===== src/tlc_pkg.sv =====
package tlc_pkg;

    localparam int L1_ENTRIES = 16;
    localparam int L2_ENTRIES = 128;
    localparam int L1_IW = $clog2(L1_ENTRIES);
    localparam int L2_IW = $clog2(L2_ENTRIES);
    localparam int L2_CW = $clog2(L2_ENTRIES + 1);

    typedef struct packed {
        logic load;
        logic l1_lookup;
        logic l2_lookup;
        logic l2_step;
        logic l1_hit_upd;
        logic l1_fill;
        logic l2_fill;
        logic binv_chk;
        logic done;
    } tlc_cmd_t;

    typedef struct packed {
        logic l1_match;
        logic l2_match;
        logic l2_scan_last;
    } tlc_stat_t;

endpackage


===== src/tlc_ctrl.sv =====
module tlc_ctrl
    import tlc_pkg::*;
(
    input  logic      aclk,
    input  logic      aresetn,
    input  logic      s_tvalid,
    output logic      s_tready,
    output logic      m_tvalid,
    input  logic      m_tready,
    input  tlc_stat_t stat,
    output tlc_cmd_t  cmd
);

    localparam logic [2:0] ST_IDLE = 3'd0;
    localparam logic [2:0] ST_L1   = 3'd1;
    localparam logic [2:0] ST_L2   = 3'd2;
    localparam logic [2:0] ST_L2F  = 3'd3;
    localparam logic [2:0] ST_BINV = 3'd4;
    localparam logic [2:0] ST_OUT  = 3'd5;

    logic [2:0] state_reg, state_next;

    assign s_tready = (state_reg == ST_IDLE);
    assign m_tvalid = (state_reg == ST_OUT);

    always_comb begin
        cmd = '0;
        state_next = state_reg;
        case (state_reg)
            ST_IDLE: begin
                if (s_tvalid) begin
                    cmd.load = 1'b1;
                    state_next = ST_L1;
                end
            end
            ST_L1: begin
                cmd.l1_lookup = 1'b1;
                state_next = ST_L2;
            end
            ST_L2: begin
                if (stat.l1_match) begin
                    cmd.l1_hit_upd = 1'b1;
                    cmd.done = 1'b1;
                    state_next = ST_OUT;
                end else begin
                    cmd.l2_step = 1'b1;
                    if (stat.l2_scan_last) begin
                        cmd.l2_lookup = 1'b1;
                        state_next = ST_L2F;
                    end
                end
            end
            ST_L2F: begin
                cmd.l1_fill = 1'b1;
                if (stat.l2_match) begin
                    cmd.done = 1'b1;
                    state_next = ST_OUT;
                end else begin
                    cmd.l2_fill = 1'b1;
                    state_next = ST_BINV;
                end
            end
            ST_BINV: begin
                cmd.binv_chk = 1'b1;
                cmd.done = 1'b1;
                state_next = ST_OUT;
            end
            ST_OUT: begin
                if (m_tready) state_next = ST_IDLE;
            end
            default: state_next = ST_IDLE;
        endcase
    end

    always_ff @(posedge aclk) begin
        if (!aresetn) state_reg <= ST_IDLE;
        else state_reg <= state_next;
    end

    a_one_side: assert property (@(posedge aclk) disable iff (!aresetn)
        !(s_tready && m_tvalid)) else $error("ready and valid together");
    a_out_hold: assert property (@(posedge aclk) disable iff (!aresetn)
        m_tvalid && !m_tready |=> m_tvalid) else $error("result dropped");
    a_load_l1: assert property (@(posedge aclk) disable iff (!aresetn)
        cmd.load |=> state_reg == ST_L1) else $error("load sequence");

endmodule


===== config.mk =====
export PLATFORM = sky130hd
export DESIGN_NAME = tlc_ctrl
export DESIGN_NICKNAME = d
export VERILOG_FILES = /design/src/tlc_pkg.sv /design/src/tlc_ctrl.sv
export SDC_FILE = /design/constraint.sdc
export NUM_CORES = 1
export LEC_CHECK = 0
export BUFFER_PORTS_ARGS = -buffer_cell sky130_fd_sc_hd__buf_2
export CORE_AREA = 2 2 39 41
export DETAILED_ROUTE_END_ITERATION = 16
export DIE_AREA = 0 0 41 43
export PLACE_DENSITY = 0.52
export REMOVE_ABC_BUFFERS = 1
export SKIP_LAST_GASP = 1
export SLEW_MARGIN = 20
export SYNTH_ARGS = -nofsm -noshare
export SYNTH_HDL_FRONTEND = slang
export SYNTH_SLANG_ARGS = --single-unit

===== constraint.sdc =====
create_clock -name aclk -period 2.7 [get_ports aclk]
set_clock_uncertainty 0.2 [all_clocks]
set_input_delay 0.54 -clock aclk [delete_from_list [all_inputs] [get_ports aclk]]
set_output_delay 0.54 -clock aclk [all_outputs]
set_load 0.05 [all_outputs]

==> flow_summary.json <==
{
  "power_density_nw_per_um2": 660,
  "gp_congestion": 0.715,
  "wl_met1_um": 274,
  "slowest_stage": "dfxtp_1",
  "hold_viol_final": 0,
  "slew_headroom": 0.750,
  "place_ws_ps": 594,
  "status": "completed",
  "wl_met2_um": 282,
  "cts_sinks": 3,
  "antenna_found_initial": 0,
  "combPwrFrac": 0.423,
  "cts_tree": "yes",
  "h-tree-depth": 1,
  "p_total_uw": 242,
  "synthesis.area_um2": 256,
  "die_h_um": 43,
  "drv_cap": 0,
  "crit_family": "flip-flops",
  "top_layer": "met3",
  "worst_setup_path_start_kind": "flip-flop",
  "antenna_cells": 0,
  "grt_max_degree": 13,
  "drt-wirelength-per-cell_um": 9.54,
  "worstPathRequired_ps": 1960,
  "routed_wl_um": 649,
  "syn2layout_area_growth_pct": 42.9,
  "finalSetupViolCount": 0,
  "cp-end-kind": "primary output",
  "seqPwrFrac": 0.265,
  "rsz0062_at_grt": "false",
  "crit_arrival_ps": 1630,
  "clock_latency_ps": 230,
  "crit_chain": "inv_1, and3_1, a211o_1, buf_2",
  "die_area_um2": 1760,
  "p_sw_uw": 108,
  "cts-root-buf": "clkbuf_4",
  "ys_seq_area_frac": 0.234,
  "finalCritPeriodShare": 0.876,
  "synth_seq_cells": 3,
  "start_util": 0.185,
  "die_x_um": 41,
  "overflow": 0,
  "synthCells": 34,
  "via_per_inst": 4.35,
  "syn-mean-instance-area_um2": 7.54,
  "grtUsageTotal": 0.0823,
  "cp_num_buf_inv": 2,
  "first_pass_iters": 4,
  "num_vias": 296,
  "layout-drive-gt1-share": 0.423,
  "fin_crit_ps": 2370,
  "synth_top_area_share": 0.234,
  "hpwl_um": 505,
  "path_clk_slew_ps": 30,
  "cts_setup_buffers": 0,
  "grt_pass1_wl_um": 986,
  "port-buffer-count": 17,
  "largest_register_ffs": 3,
  "nets": 60,
  "worst_slack_ps": 334,
  "switching_share": 0.447,
  "pwr-share-clk": 0.312,
  "drt.antenna.violating_nets": 0,
  "cts-hold-fix-buffers": 0,
  "row_count": 14,
  "min_path_type": "in -> reg",
  "cts_buffers": 3,
  "coreArea_um2": 1380,
  "synth_area_leaders": "dfxtp_1 23%, and3_1 7.3%, a21oi_1 5.9%, nor3_1 5.9%, a2111oi_2 5.9%",
  "synth.largest_area_cell": "dfxtp_1",
  "p_int_uw": 134,
  "drc": 0,
  "ioPinCount": 18,
  "grt_pass1_vias": 255,
  "synth_cell_types": 19,
  "cts_resized": 0,
  "path_class": "reg -> out",
  "tightest_slew_ps": 374,
  "drtIter0Drc": 7,
  "crit_fanout": 9,
  "cellLeakagePower_nw": 0.194,
  "ys_warn_count": 0,
  "drv_slew": 0,
  "fin_tns_setup_ps": 0,
  "cpPeakStageDelay_ps": 520,
  "dr_wl_met3_um": 92,
  "cts.path.max_buffers": 2,
  "irDropWorstVdd_v": 0.000186,
  "max_freq_mhz": 423
}
metal layers:
layer	vias to the layer above	GRT usage
li1	156	-
met2	18	0.122
met3	0	0.0262
met1	122	0.0932
met5	-	0
met4	0	0.0600
logic make-up after synthesis:
family | Yosys count | synth area share
AOI/OAI and AO/OA | 8 | 0.244
and+or+nand+nor | 18 | 0.410
buffers and inverters | 5 | 0.112
DFF | 3 | 0.234
Yosys cell counts, drive strengths merged:
library cell	n
or3b	1
and3	3
a21o	1
dfxtp	3
a21oi	3
nor3	3
inv	2
o41ai	1
nor2	2
a211o	1
nor4b	1
nand2b	1
nor2b	1
a2111oi	1
buf	3
o211ai	1
nand2	4
and2	2
metrics by stage:
step                 util  hold WS [ps]  instances  cell area (um^2)
CTS                 0.265           354         68               367
finish              0.265           357         68               367
detailed placement  0.246           391         64               340
global placement    0.246           389         64               340
global route        0.265           381         68               367
floorplan               -           339         31               235
layout make-up:
type                       count  area (um^2)
fill                         157         1020
multi-input combinational     26          168
timing repair buffer          17         85.1
sequential                     3         60.1
clock buffer                   4         26.3
tap                           16         20.0
inverter                       2         7.51
worst min-delay path, cell delays in order:
cell and delay, ps:
buf_2 100, nand2_1 60, a21oi_1 40
placed cells by master, fill, tap and decap left out, drive strengths merged:
| cell | n |
|---|---|
| and2 | 2 |
| and3 | 3 |
| a21oi | 3 |
| o211ai | 1 |
| dfxtp | 3 |
| buf | 17 |
| o41ai | 1 |
| nor3 | 3 |
| nand2b | 1 |
| nand2 | 4 |
| nor4b | 1 |
| nor2 | 2 |
| a21o | 1 |
| a211o | 1 |
| inv | 2 |
| nor2b | 1 |
| or3b | 1 |
| clkbuf | 4 |
| a2111oi | 1 |
power by group through the flow:
stage	clock (mW)	combinational, mW	sequential (mW)
floorplan	0	0.0808	0.0606
global placement	0	0.103	0.0643
detailed placement	0	0.103	0.0642
CTS	0.0786	0.103	0.0636
global route	0.0816	0.109	0.0655
finish	0.0756	0.102	0.0641
worst paths after layout:
| check | to | slack (ps) | cells past startpoint | from |
|---|---|---|---|---|
| max reg2reg | state_reg[0]$_SDFFE_PN0P_ | 1200 | 3 | state_reg[0]$_SDFFE_PN0P_ |
| max | cmd[0] | 330 | 4 | state_reg[2]$_SDFFE_PN0P_ |
| min | state_reg[1]$_SDFFE_PN0P_ | 360 | 3 | aresetn |
| min reg2reg | state_reg[2]$_SDFFE_PN0P_ | 410 | 2 | state_reg[2]$_SDFFE_PN0P_ |
Power figures use the tool's default switching activity.
